## config.mk

```make
export PLATFORM = sky130hd
export DESIGN_NAME = corridor_explore_controller_unit
export DESIGN_NICKNAME = d
export VERILOG_FILES = /design/src/sv/cec_pkg.sv /design/src/sv/cec_smooth.sv /design/src/sv/corridor_explore_controller_unit.sv
export SDC_FILE = /design/constraint.sdc
export NUM_CORES = 2
export LEC_CHECK = 0
export CORE_MARGIN = 2
export CORE_UTILIZATION = 55
export DETAILED_ROUTE_END_ITERATION = 8
export DONT_BUFFER_PORTS = 1
export PLACE_DENSITY = 0.75
export SLEW_MARGIN = 10
export SYNTH_ARGS = -nofsm -noshare
export SYNTH_HDL_FRONTEND = slang
export SYNTH_HIERARCHICAL = 1
export SYNTH_SLANG_ARGS = --single-unit
```

## constraint.sdc

```tcl
create_clock -name clk -period 23.5 [get_ports clk]
set_clock_uncertainty 0.2 [all_clocks]
set_input_delay 1.175 -clock clk [delete_from_list [all_inputs] [get_ports clk]]
set_output_delay 1.175 -clock clk [all_outputs]
set_load 0.02 [all_outputs]
```

## src/sv/cec_pkg.sv

```systemverilog
package cec_pkg;

	// Field widths
	localparam int CEC_DIST_W = 13;
	localparam int CEC_AVG_W  = CEC_DIST_W + 8;
	localparam int CEC_TIME_W = 32;
	localparam int CEC_MS_W   = 16;
	localparam int CEC_CNT_W  = 8;
	localparam int CEC_PWM_W  = 8;
	localparam int CEC_CFG_W  = 16;
	localparam int CEC_IDX_W  = 3;

	// Saturation limit of the steering repeat counter
	localparam int CEC_HOLD_COUNT_MAX = 255;

	// Exponential average weights, Q8
	localparam logic [7:0] CEC_ALPHA_Q8   = 8'd77;
	localparam logic [7:0] CEC_ALPHA_REST = 8'd179;

	// Idle wait before exploring starts
	localparam logic [CEC_TIME_W-1:0] CEC_IDLE_WAIT_MS = 32'd2000;

	// Motor levels in percent
	localparam logic signed [CEC_PWM_W-1:0] CEC_PWM_EXPLORE = 8'sd70;
	localparam logic signed [CEC_PWM_W-1:0] CEC_PWM_SLOW    = 8'sd45;
	localparam logic signed [CEC_PWM_W-1:0] CEC_PWM_REVERSE = -8'sd50;
	localparam logic signed [CEC_PWM_W-1:0] CEC_PWM_OFF     = 8'sd0;

	// Register reset values
	localparam logic [CEC_DIST_W-1:0] CEC_RST_FRONT_STOP = 13'd192;
	localparam logic [CEC_DIST_W-1:0] CEC_RST_FRONT_SLOW = 13'd320;
	localparam logic [CEC_DIST_W-1:0] CEC_RST_SIDE_MIN   = 13'd96;
	localparam logic [CEC_DIST_W-1:0] CEC_RST_DEADBAND   = 13'd48;
	localparam logic [CEC_CNT_W-1:0]  CEC_RST_STEER_HOLD = 8'd3;
	localparam logic [CEC_MS_W-1:0]   CEC_RST_REVERSE_MS = 16'd1000;
	localparam logic [CEC_MS_W-1:0]   CEC_RST_TURN_MS    = 16'd1500;
	localparam logic [CEC_MS_W-1:0]   CEC_RST_STUCK_MS   = 16'd3000;

	typedef enum logic [1:0] {
		MODE_IDLE    = 2'd0,
		MODE_EXPLORE = 2'd1,
		MODE_RECOVER = 2'd2,
		MODE_STOP    = 2'd3
	} mode_t;

	typedef enum logic [1:0] {
		STEER_LEFT     = 2'd0,
		STEER_STRAIGHT = 2'd1,
		STEER_RIGHT    = 2'd2
	} steer_t;

	typedef enum logic [CEC_IDX_W-1:0] {
		CFG_FRONT_STOP = 3'd0,
		CFG_FRONT_SLOW = 3'd1,
		CFG_SIDE_MIN   = 3'd2,
		CFG_DEADBAND   = 3'd3,
		CFG_STEER_HOLD = 3'd4,
		CFG_REVERSE_MS = 3'd5,
		CFG_TURN_MS    = 3'd6,
		CFG_STUCK_MS   = 3'd7
	} cfg_idx_t;

endpackage

```

## src/sv/cec_smooth.sv

```systemverilog
module cec_smooth (
	input  logic                            clk,
	input  logic                            arst_n,
	input  logic                            load,
	input  logic                            sample_valid,
	input  logic [cec_pkg::CEC_DIST_W-1:0]  sample,
	output logic [cec_pkg::CEC_AVG_W-1:0]   avg_next,
	output logic                            known_next
);
	import cec_pkg::*;

	logic [CEC_AVG_W-1:0]   avg_q;
	logic                   known_q;
	logic [CEC_AVG_W-1:0]   new_term;
	logic [CEC_AVG_W+7:0]   old_prod;

	// New sample weighted by alpha; the old average by one minus alpha.
	// The sample term, the Q8 sample times alpha over 256, is just the sample times
	// alpha, so only the old term needs the truncating shift.
	assign new_term = CEC_AVG_W'(sample) * CEC_AVG_W'(CEC_ALPHA_Q8);
	assign old_prod = (CEC_AVG_W+8)'(avg_q) * (CEC_AVG_W+8)'(CEC_ALPHA_REST);

	// The first real sample loads directly; a missing sample keeps the average.
	always_comb begin
		if (!sample_valid) begin
			avg_next = avg_q;
		end else if (!known_q) begin
			avg_next = {sample, 8'b0};
		end else begin
			avg_next = new_term + old_prod[CEC_AVG_W+7:8];
		end
	end

	assign known_next = known_q | sample_valid;

	// The average itself is only read once the known flag is set.
	always_ff @(posedge clk) begin
		if (load) begin
			avg_q <= avg_next;
		end
	end

	always_ff @(posedge clk or negedge arst_n) begin
		if (!arst_n) begin
			known_q <= 1'b0;
		end else if (load) begin
			known_q <= known_next;
		end
	end

endmodule

```

## src/sv/corridor_explore_controller_unit.sv

```systemverilog
// Corridor exploration controller: one control tick in, one motor command out.
// Input channel: in_valid / in_stall carry one tick beat with the three
// ultrasonic distances, their valid flags and a millisecond time stamp.
// Output channel: out_valid / out_stall carry one result beat per tick with the
// signed motor percent, the steering command and the mode after the tick.
// Configuration: cfg_write_enable writes cfg_data into the register picked by
// cfg_index on the same edge; write only while no tick is in flight.
// Path: a beat taken sits in the input register, and its result is registered
// in the result register once that register is free or being taken.
// Throughput: one tick per cycle unless the receiver stalls; the filter, mode and
// steering update for a tick is a single pass of logic between the input and
// result registers, and the state it writes is ready for the next tick.
// While the receiver stalls, the result holds and one further beat waits in
// the input register; in_stall rises only when both are full.
// Reset clears the averages' known flags, puts the mode in idle, straight
// steering, zero repeat count, no blockage, and all config registers to their
// defaults. Idle turns into explore on the first tick later than 2000 ms.
module corridor_explore_controller_unit #(
	parameter int HOLD_COUNT_MAX = cec_pkg::CEC_HOLD_COUNT_MAX
) (
	input  logic                                  clk,
	input  logic                                  arst_n,
	// Configuration write port
	input  logic                                  cfg_write_enable,
	input  logic [cec_pkg::CEC_IDX_W-1:0]         cfg_index,
	input  logic [cec_pkg::CEC_CFG_W-1:0]         cfg_data,
	// Input channel
	input  logic                                  in_valid,
	output logic                                  in_stall,
	input  logic [cec_pkg::CEC_DIST_W-1:0]        left_distance,
	input  logic [cec_pkg::CEC_DIST_W-1:0]        right_distance,
	input  logic [cec_pkg::CEC_DIST_W-1:0]        front_distance,
	input  logic                                  left_valid,
	input  logic                                  right_valid,
	input  logic                                  front_valid,
	input  logic [cec_pkg::CEC_TIME_W-1:0]        time_ms,
	// Output channel
	output logic                                  out_valid,
	input  logic                                  out_stall,
	output logic signed [cec_pkg::CEC_PWM_W-1:0]  motor_drive,
	output logic [1:0]                            steer_command,
	output logic [1:0]                            mode_now
);
	import cec_pkg::*;

	// Configuration registers
	logic [CEC_DIST_W-1:0] front_stop_q, front_slow_q, side_min_q, deadband_q;
	logic [CEC_CNT_W-1:0]  steer_hold_q;
	logic [CEC_MS_W-1:0]   reverse_ms_q, turn_ms_q, stuck_ms_q;

	// Input stage
	logic                  valid_s1;
	logic [CEC_DIST_W-1:0] left_s1, right_s1, front_s1;
	logic                  left_valid_s1, right_valid_s1, front_valid_s1;
	logic [CEC_TIME_W-1:0] time_s1;

	// Controller state
	mode_t                 mode_q;
	logic [CEC_TIME_W-1:0] blocked_since_q, recover_start_q;
	steer_t                last_req_q, applied_q;
	logic [CEC_CNT_W-1:0]  same_count_q;

	// Result register
	logic                  out_valid_q;
	logic signed [CEC_PWM_W-1:0] motor_q;
	steer_t                steer_q;
	mode_t                 mode_out_q;

	// Handshake
	logic                  in_take;
	logic                  advance;

	// Update logic
	logic [CEC_AVG_W-1:0]  avg_left, avg_right, avg_front;
	logic                  known_left, known_right, known_front;
	logic                  front_stop, front_slow, left_tight, right_tight, both_sides;
	steer_t                away_steer;
	logic signed [CEC_AVG_W:0] center_err, band;
	mode_t                 mode_start, mode_next;
	logic [CEC_TIME_W-1:0] blocked_next, recover_next, recover_dt;
	logic [CEC_MS_W:0]     recover_total;
	steer_t                request, last_req_next, applied_next, steer_next;
	logic [CEC_CNT_W-1:0]  same_count_next;
	logic                  hyst_en;
	logic signed [CEC_PWM_W-1:0] motor_next, explore_pwm;

	// The input register drains whenever the result register is free or taken.
	assign advance  = valid_s1 && (!out_valid_q || !out_stall);
	assign in_stall = valid_s1 && !advance;
	assign in_take  = in_valid && !in_stall;

	// Configuration writes; each value is cut to its register's width.
	always_ff @(posedge clk or negedge arst_n) begin
		if (!arst_n) begin
			front_stop_q <= CEC_RST_FRONT_STOP;
			front_slow_q <= CEC_RST_FRONT_SLOW;
			side_min_q   <= CEC_RST_SIDE_MIN;
			deadband_q   <= CEC_RST_DEADBAND;
			steer_hold_q <= CEC_RST_STEER_HOLD;
			reverse_ms_q <= CEC_RST_REVERSE_MS;
			turn_ms_q    <= CEC_RST_TURN_MS;
			stuck_ms_q   <= CEC_RST_STUCK_MS;
		end else if (cfg_write_enable) begin
			case (cfg_idx_t'(cfg_index))
				CFG_FRONT_STOP: front_stop_q <= cfg_data[CEC_DIST_W-1:0];
				CFG_FRONT_SLOW: front_slow_q <= cfg_data[CEC_DIST_W-1:0];
				CFG_SIDE_MIN:   side_min_q   <= cfg_data[CEC_DIST_W-1:0];
				CFG_DEADBAND:   deadband_q   <= cfg_data[CEC_DIST_W-1:0];
				CFG_STEER_HOLD: steer_hold_q <= cfg_data[CEC_CNT_W-1:0];
				CFG_REVERSE_MS: reverse_ms_q <= cfg_data[CEC_MS_W-1:0];
				CFG_TURN_MS:    turn_ms_q    <= cfg_data[CEC_MS_W-1:0];
				CFG_STUCK_MS:   stuck_ms_q   <= cfg_data[CEC_MS_W-1:0];
				default: ;
			endcase
		end
	end

	// Input register valid flag.
	always_ff @(posedge clk or negedge arst_n) begin
		if (!arst_n) begin
			valid_s1 <= 1'b0;
		end else if (in_take) begin
			valid_s1 <= 1'b1;
		end else if (advance) begin
			valid_s1 <= 1'b0;
		end
	end

	// Input register payload.
	always_ff @(posedge clk) begin
		if (in_take) begin
			left_s1        <= left_distance;
			right_s1       <= right_distance;
			front_s1       <= front_distance;
			left_valid_s1  <= left_valid;
			right_valid_s1 <= right_valid;
			front_valid_s1 <= front_valid;
			time_s1        <= time_ms;
		end
	end

	// One exponential average per sensor.
	cec_smooth u_smooth_left (
		.clk          (clk),
		.arst_n       (arst_n),
		.load         (advance),
		.sample_valid (left_valid_s1),
		.sample       (left_s1),
		.avg_next     (avg_left),
		.known_next   (known_left)
	);

	cec_smooth u_smooth_right (
		.clk          (clk),
		.arst_n       (arst_n),
		.load         (advance),
		.sample_valid (right_valid_s1),
		.sample       (right_s1),
		.avg_next     (avg_right),
		.known_next   (known_right)
	);

	cec_smooth u_smooth_front (
		.clk          (clk),
		.arst_n       (arst_n),
		.load         (advance),
		.sample_valid (front_valid_s1),
		.sample       (front_s1),
		.avg_next     (avg_front),
		.known_next   (known_front)
	);

	// Threshold tests on the fresh averages; an unknown distance never passes.
	assign front_stop  = known_front && (avg_front < {front_stop_q, 8'b0});
	assign front_slow  = known_front && (avg_front < {front_slow_q, 8'b0});
	assign left_tight  = known_left  && (avg_left  < {side_min_q, 8'b0});
	assign right_tight = known_right && (avg_right < {side_min_q, 8'b0});
	assign both_sides  = known_left && known_right;
	assign away_steer  = (both_sides && (avg_left < avg_right)) ? STEER_RIGHT : STEER_LEFT;

	// Centering error, right minus left, against the deadband.
	assign center_err = $signed({1'b0, avg_right}) - $signed({1'b0, avg_left});
	assign band       = $signed({1'b0, deadband_q, 8'b0});

	// Recovery phase timing.
	assign recover_dt    = time_s1 - recover_next;
	assign recover_total = {1'b0, reverse_ms_q} + {1'b0, turn_ms_q};

	// Mode, blockage and command for one tick.
	always_comb begin
		mode_start   = mode_q;
		blocked_next = blocked_since_q;
		recover_next = recover_start_q;

		if (mode_q == MODE_IDLE && time_s1 > CEC_IDLE_WAIT_MS) begin
			mode_start = MODE_EXPLORE;
		end
		mode_next = mode_start;

		// Blockage tracking; a stamp of zero means not blocked.
		if (mode_start == MODE_EXPLORE) begin
			if (front_stop) begin
				if (blocked_since_q == '0) begin
					blocked_next = time_s1;
				end else if ((time_s1 - blocked_since_q) > CEC_TIME_W'(stuck_ms_q)) begin
					mode_next    = MODE_RECOVER;
					recover_next = time_s1;
				end
			end else begin
				blocked_next = '0;
			end
		end

		// Steering request in explore.
		request     = STEER_STRAIGHT;
		explore_pwm = front_slow ? CEC_PWM_SLOW : CEC_PWM_EXPLORE;
		if (both_sides) begin
			if (center_err > band) begin
				request = STEER_RIGHT;
			end else if (center_err < -band) begin
				request = STEER_LEFT;
			end
		end
		if (left_tight) begin
			request     = STEER_RIGHT;
			explore_pwm = CEC_PWM_SLOW;
		end
		if (right_tight) begin
			request     = STEER_LEFT;
			explore_pwm = CEC_PWM_SLOW;
		end

		// Repeat-count hysteresis.
		if (request == last_req_q) begin
			last_req_next   = last_req_q;
			same_count_next = (same_count_q < CEC_CNT_W'(HOLD_COUNT_MAX)) ?
				same_count_q + CEC_CNT_W'(1) : same_count_q;
		end else begin
			last_req_next   = request;
			same_count_next = CEC_CNT_W'(1);
		end
		applied_next = (same_count_next >= steer_hold_q) ? request : applied_q;

		hyst_en    = 1'b0;
		motor_next = CEC_PWM_OFF;
		steer_next = STEER_STRAIGHT;
		case (mode_next)
			MODE_EXPLORE: begin
				if (front_stop) begin
					steer_next = away_steer;
				end else begin
					hyst_en    = 1'b1;
					motor_next = explore_pwm;
					steer_next = applied_next;
				end
			end
			MODE_RECOVER: begin
				if (recover_dt < CEC_TIME_W'(reverse_ms_q)) begin
					motor_next = CEC_PWM_REVERSE;
				end else if (recover_dt < CEC_TIME_W'(recover_total)) begin
					motor_next = CEC_PWM_SLOW;
					steer_next = away_steer;
				end else begin
					mode_next  = MODE_EXPLORE;
					motor_next = CEC_PWM_SLOW;
				end
			end
			MODE_IDLE, MODE_STOP: begin
				motor_next = CEC_PWM_OFF;
			end
			default: begin
				motor_next = CEC_PWM_OFF;
			end
		endcase
	end

	// Controller state registers.
	always_ff @(posedge clk or negedge arst_n) begin
		if (!arst_n) begin
			mode_q          <= MODE_IDLE;
			blocked_since_q <= '0;
			recover_start_q <= '0;
			last_req_q      <= STEER_STRAIGHT;
			applied_q       <= STEER_STRAIGHT;
			same_count_q    <= '0;
		end else if (advance) begin
			mode_q          <= mode_next;
			blocked_since_q <= blocked_next;
			recover_start_q <= recover_next;
			if (hyst_en) begin
				last_req_q   <= last_req_next;
				applied_q    <= applied_next;
				same_count_q <= same_count_next;
			end
		end
	end

	// Result register valid flag.
	always_ff @(posedge clk or negedge arst_n) begin
		if (!arst_n) begin
			out_valid_q <= 1'b0;
		end else if (advance) begin
			out_valid_q <= 1'b1;
		end else if (!out_stall) begin
			out_valid_q <= 1'b0;
		end
	end

	// Result register payload.
	always_ff @(posedge clk) begin
		if (advance) begin
			motor_q    <= motor_next;
			steer_q    <= steer_next;
			mode_out_q <= mode_next;
		end
	end

	assign out_valid     = out_valid_q;
	assign motor_drive   = motor_q;
	assign steer_command = steer_q;
	assign mode_now      = mode_out_q;

	// The stop mode is never entered.
	a_no_stop_mode: assert property (@(posedge clk) disable iff (!arst_n)
		mode_q != MODE_STOP)
		else $error("controller entered the stop mode");

	// Reverse drive only happens while recovering.
	a_reverse_in_recover: assert property (@(posedge clk) disable iff (!arst_n)
		out_valid_q && (motor_q == CEC_PWM_REVERSE) |-> mode_out_q == MODE_RECOVER)
		else $error("reverse drive outside recovery");

	// The repeat counter never passes its saturation limit.
	a_count_limit: assert property (@(posedge clk) disable iff (!arst_n)
		same_count_q <= CEC_CNT_W'(HOLD_COUNT_MAX))
		else $error("steering repeat count above its limit");

	// A tick held in the input register is produced once the result is taken.
	a_drain_after_take: assert property (@(posedge clk) disable iff (!arst_n)
		valid_s1 && out_valid_q && !out_stall |=> out_valid_q)
		else $error("waiting tick not moved to the result register");

endmodule

```

* Yosys cells after proc, flatten, opt, wreduce, memory -nomap -nowiden
Index checks and enable logic that the tools add are counted.
** Storage, ports and cells
- Bits in registers :: 340
- Output and inout bits :: 14
- Logic and storage cells :: 155
** Cells by class
- Add/sub/neg operators :: 9
- Multipliers :: 6
- $lt $le $gt $ge :: 13
- Equality and inequality tests :: 14
- Multiplexer cells :: 45
- Bitwise operators :: 4
- Reductions and logical operators :: 32
** Operator list (number)
- $mux 32 :: 6
- $mux 21 :: 6
- $lt 21x21->1 :: 5
- $mul 21x8->29 const B :: 3
- $sub 32x32->32 :: 2
- $add 20x21->21 :: 3
- $mul 13x7->20 const B :: 3
- $mux 8 :: 5
- $mux 2 :: 17
- $gt 32x11->1 const B :: 1
- $gt 32x16->1 :: 1
- $logic_not 32->1 :: 1
- $lt 32x16->1 :: 1
- $lt 32x17->1 :: 1
- $pmux 8 s3 :: 1
- $gt 22x22->1 :: 1
- $lt 22x22->1 :: 1
- $neg 21->22 :: 1
- $sub 21x21->22 :: 1
- $reduce_and 2->1 :: 9
- $add 16x16->17 :: 1
- $mux 7 :: 2
- $eq 3x3->1 const B :: 4
- $logic_and 1x1->1 :: 10
- 20 further kinds :: 37

* Logic depth before layout (Yosys ltp)
- Word-level depth :: 17
- Gate-level depth with buffers :: 67

* Hierarchy
Netlist, hierarchy kept.
** Modules (own cells, without submodules)
- corridor_explore_controller_unit :: instances 1, cells each 2037, area each 19403.6 um^2, seq. area each 7236.9 um^2
- cec_smooth at u_smooth_left :: instances 1, cells each 726, area each 6642.6 um^2, seq. area each 655.6 um^2
- cec_smooth at u_smooth_front :: instances 1, cells each 720, area each 6523.8 um^2, seq. area each 655.6 um^2
- cec_smooth at u_smooth_right :: instances 1, cells each 678, area each 6306.0 um^2, seq. area each 655.6 um^2

* Worst setup path before layout
OpenSTA, ideal clock, no wires.
- Kind :: reg2reg
- Start point :: register u_smooth_right.avg_q[3]
- End point :: register steer_q[0], in the netlist steer_command[0], data pin
- Library setup time :: 259 ps
- Data arrival time :: 13412 ps
- Slack :: 9629 ps
- Stages on the path, launching flop included :: 64
- Clock period less this slack :: 13871 ps
- Cells stage by stage :: edfxtp_1 -> ha_1 -> inv_1 -> fa_1 -> inv_1 -> fa_1 -> inv_1 -> fa_1 -> inv_1 -> ha_1 -> nand2_1 -> o21ai_0 -> a31o_2 -> a21oi_1 -> o21bai_1 -> a21oi_1 -> nor2b_1 -> o21a_1 -> [28 not listed] -> a31oi_1 -> nand3b_1 -> nor4bb_1 -> nor3_1 -> clkbuf_1 -> nor2_1 -> ha_1 -> nand2b_1 -> a21o_1 -> a21oi_1 -> nor2b_1 -> o21ai_0 -> nand2b_1 -> a21oi_1 -> o21ai_0 -> and2_1 -> a211o_1 -> o31a_1
** Between the ends
- Cells in the longest elaborated chain, start to end :: 17
- Elaborated cells between the ends (all ways) :: 20
- Classes of those cells :: add/sub (2); mul (1); order compare (4); eq/ne (1); mux (11); reduce/logical (1)
** Ends and longest elaborated chain
- from (decl) :: line cec_smooth.sv:12 : logic [CEC_AVG_W-1:0] avg_q;
- from (signal assigned) :: line cec_smooth.sv:39 : avg_q <= avg_next;
- $mul 21x8->29 * :: line cec_smooth.sv:21 : assign old_prod = (CEC_AVG_W+8)'(avg_q) * (CEC_AVG_W+8)'(CEC_ALPHA_REST);
- $add 20x21->21 * :: line cec_smooth.sv:30 : avg_next = new_term + old_prod[CEC_AVG_W+7:8];
- $mux 21 * :: line cec_smooth.sv:27 : end else if (!known_q) begin
- $mux 21 * :: line cec_smooth.sv:25 : if (!sample_valid) begin
- net avg_right[16] :: line corridor_explore_controller_unit.sv:74 : logic [CEC_AVG_W-1:0] avg_left, avg_right, avg_front;
- $sub 21x21->22 :: line corridor_explore_controller_unit.sv:182 : assign center_err = $signed({1'b0, avg_right}) - $signed({1'b0, avg_left});
- $lt 22x22->1 :: line corridor_explore_controller_unit.sv:220 : end else if (center_err < -band) begin
- $mux 1 :: line corridor_explore_controller_unit.sv:220
- [3 not listed]
- $mux 2 * :: line corridor_explore_controller_unit.sv:228 : if (right_tight) begin
- $eq 2x2->1 :: line corridor_explore_controller_unit.sv:234 : if (request == last_req_q) begin
- $mux 8 :: line corridor_explore_controller_unit.sv:234
- $ge 8x8->1 :: line corridor_explore_controller_unit.sv:242 : applied_next = (same_count_next >= steer_hold_q) ? request : applied_q;
- $mux 2 * :: line corridor_explore_controller_unit.sv:242
- $mux 2 * :: line corridor_explore_controller_unit.sv:249 : if (front_stop) begin
- $pmux 2 s2 * :: line corridor_explore_controller_unit.sv:247 : case (mode_next)
- net steer_next[0] :: line corridor_explore_controller_unit.sv:82 : steer_t request, last_req_next, applied_next, steer_next;
- to (signal assigned) :: line corridor_explore_controller_unit.sv:313 : steer_q <= steer_next;
- to (decl) :: line corridor_explore_controller_unit.sv:66 : steer_t steer_q;
Mark *: on every way through the listed nets, which the timed path passes. The rest lies on a longest branch.
A chain may end at the register's enable or synchronous reset.

* Worst setup path after layout
- Start point :: register u_smooth_right.avg_q[2]
- End point :: register steer_q[0], in the netlist steer_command[0], data pin
** Between the ends
- Cells in the longest elaborated chain, start to end :: 17
- Elaborated cells between the ends (all ways) :: 20
- Classes of those cells :: add/sub (2); mul (1); order compare (4); eq/ne (1); mux (11); reduce/logical (1)
** Ends and longest elaborated chain
- $mul 21x8->29 * :: line cec_smooth.sv:21
- $add 20x21->21 * :: line cec_smooth.sv:30
- $mux 21 * :: line cec_smooth.sv:27
- $mux 21 * :: line cec_smooth.sv:25
- net avg_right[16] :: line corridor_explore_controller_unit.sv:74
- $sub 21x21->22 :: line corridor_explore_controller_unit.sv:182
- $lt 22x22->1 :: line corridor_explore_controller_unit.sv:220
- $mux 1 :: line corridor_explore_controller_unit.sv:220
- [4 not listed]
- $eq 2x2->1 * :: line corridor_explore_controller_unit.sv:234
- $mux 8 * :: line corridor_explore_controller_unit.sv:234
- net same_count_next[2] :: line corridor_explore_controller_unit.sv:83 : logic [CEC_CNT_W-1:0] same_count_next;
- $ge 8x8->1 * :: line corridor_explore_controller_unit.sv:242
- $mux 2 * :: line corridor_explore_controller_unit.sv:242
- $mux 2 * :: line corridor_explore_controller_unit.sv:249
- $pmux 2 s2 * :: line corridor_explore_controller_unit.sv:247
- net steer_next[0] :: line corridor_explore_controller_unit.sv:82
Marks and branches as above.

==> flow_summary.ini <==
[run_status]
status = completed

[clocking]
cts-root-buf = clkbuf_16
cts.sinks = 337
cts_tree = built
clk_latency_ns = 0.58
clkTransAtPathRegs_ns = 0.06
cts_resized = 0
hold_buffers = 0
cts_buffers = 42
cts_htree_levels = 2
post_cts.repair.setup_buffers = 0
cts_buffer_depth = 3

[worst_setup_path]
cp_common_cell = a21oi_1
slowest_stage = a2111oi_0
cpPeakStageDelay_ns = 0.64
crit_start = u_smooth_right/avg_q[2]
r2r_start = u_smooth_right/avg_q[2]
worst-setup-path-type = reg2reg
required_ns = 23.63
arrival_ns = 15.26
cp-start-kind = register
crit_fanout = 14
critPathCaptureType = register

[drt]
vias_per_cell = 5.710
wire_per_inst_um = 17.66
drc = 0
wl_um = 90400
drt_iter0_markers = 1752
firstDrtPassIters = 5
ant_nets = 0
vias = 29230

[placed_design]
routabilityCongestion = 0.9440
port_buffers = 0
dp_hpwl_um = 71910
placedCellCount = 5041

[finish]
final_common_cell = inv_1
final_cell_count_no_fill = 5120
final_core_util = 0.5908
synthToLayoutAreaGrowth_pct = 6.424
layout-drive-gt1-share = 0.06056
most-common-layout-cells = inv_1, ha_1, fa_1
fin_nets = 5156

[sta]
finalSetupViolations = 0
rsz0062_at_grt = false
slew_headroom = 0.2467
fmax_ghz = 0.06608
finalHoldViolCount = 0
period_minus_slack_ns = 15.13
timing.final.crit_share = 0.6439
fin_setup_tns_ns = 0
drv_slew = 0
worst_slew_pin_slew_ns = 1.124

[logic_synthesis]
synth_nets = 5172
synth_xor_area_frac = 0.04055
synth_compound_area_frac = 0.1509
syn-instance-count = 4161
ys_seq_elements = 337
synth_top_family_by_area = adder cells
synthAdderAreaFrac = 0.3444
ys.flop_type = dfrtp_1
yosysWarningCount = 6
synth-async-reset-ratio = 0.5668
ys_seq_area_frac = 0.2367
synth-edff-count = 146
syn_area_per_cell_um2 = 9.343
yosys-mux-area-fraction = 0.04342
synth_cell_types = 93
synth_area_mm2 = 0.03888
synthSimpleGateAreaFrac = 0.09636

[grt]
antenna_found_initial = 2
grt_max_degree = 192
grt_pass1_vias = 29450
grt_overflow = 0
grt_use_total = 0.2507
grt_pass1_wl_um = 149900

[floorplanning]
rows = 97
die_w_um = 269.9
core-area_mm2 = 0.07003
io_pins = 112
start_util = 0.5551
die_area_mm2 = 0.07283
die_height_um = 269.9

[min_path]
hp-class = in2async

[flow_run]
maxCapViolCount = 0
registers in the layout (all words and copies together) (netlist names), 16 cells and up:
register / flops
turn_ms_q: 16
u_smooth_left/avg_q: 21
u_smooth_right/avg_q: 21
time_s1: 32
stuck_ms_q: 16
recover_start_q: 32
reverse_ms_q: 16
blocked_since_q: 32
u_smooth_front/avg_q: 21
final cells by class:
class	instances	area, um^2
Fill cell	6046	28660
Multi-Input combinational cell	2928	26290
Sequential cell	337	9204
Inverter	817	3068
Clock buffer	54	1189
Tap cell	940	1176
Clock inverter	23	297.8
Timing Repair Buffer	19	142.6
Antenna cell	2	5.005
synth_stat cells, types with 34 or more instances:
cell	n	area share
clkbuf_1	54	0.0052
xor2_1	80	0.018
fa_1	259	0.13
nand2b_1	48	0.0077
a21o_1	92	0.018
inv_1	816	0.079
nor3_1	49	0.0063
a21oi_1	226	0.029
xnor2_1	100	0.023
dfrtp_1	159	0.10
mux2_2	72	0.021
nor2b_1	34	0.0055
nand3_1	69	0.0089
ha_1	654	0.21
nand2_1	251	0.024
mux2i_1	55	0.014
nand4_1	41	0.0066
nor2_1	160	0.015
edfxtp_1	146	0.11
o21ai_0	234	0.030
o21a_1	48	0.0093
critical path: cells and delay by family (launching register included):
family	cells	cell delay, ns
AO/OA/AOI/OAI	23	5.29
XOR/XNOR	3	0.50
adder cells (fa/ha/maj)	12	5.02
buffers and inverters	4	0.32
flip-flops	1	0.47
AND/OR/NAND/NOR	19	3.02
logic make-up (layout without fill, tap and decap cells):
kind of cell	after synthesis	after routing
fa+ha+maj	915	915
mux	156	156
xor+xnor	180	180
flops	337	337
other cells	1	3
simple gates	775	775
buf+inv	896	913
compound gates	901	901
layer usage:
layer  wire (um)  share of wire  track usage
met5           0              0            0
met4        2678          0.030      0.07529
met3        4745          0.052      0.03681
met2       44220           0.49       0.4330
met1       38760           0.43       0.3251
final timing paths:
check	end	slack, ns	cells after the start
setup / recovery	steer_command[0]	8.37	61
hold / removal	recover_start_q[23]	0.10	0
setup reg to reg	steer_command[0]	8.37	61
hold reg to reg	recover_start_q[9]	0.29	1
max in group asynchronous	side_min_q[6]	22.58	0
min in group clk	recover_start_q[9]	0.29	1
through the flow:
| stage | setup WS (ns) | cell area (um^2) | hold WS (ns) |
|---|---|---|---|
| 2_1_floorplan | 9.629 | 38880 | 0.2520 |
| 3_3_place_gp | 8.725 | 39880 | 0.2730 |
| 3_5_place_dp | 8.419 | 39880 | 0.2808 |
| 4_1_cts | 8.381 | 41370 | 0.05608 |
| 5_1_grt | 7.276 | 41370 | 0.07503 |
| 6_report | 8.368 | 41370 | 0.1013 |
Power is left out: the tool's default activity adds up to more than one toggle a clock period on the data nets, which glitch-free logic cannot reach.
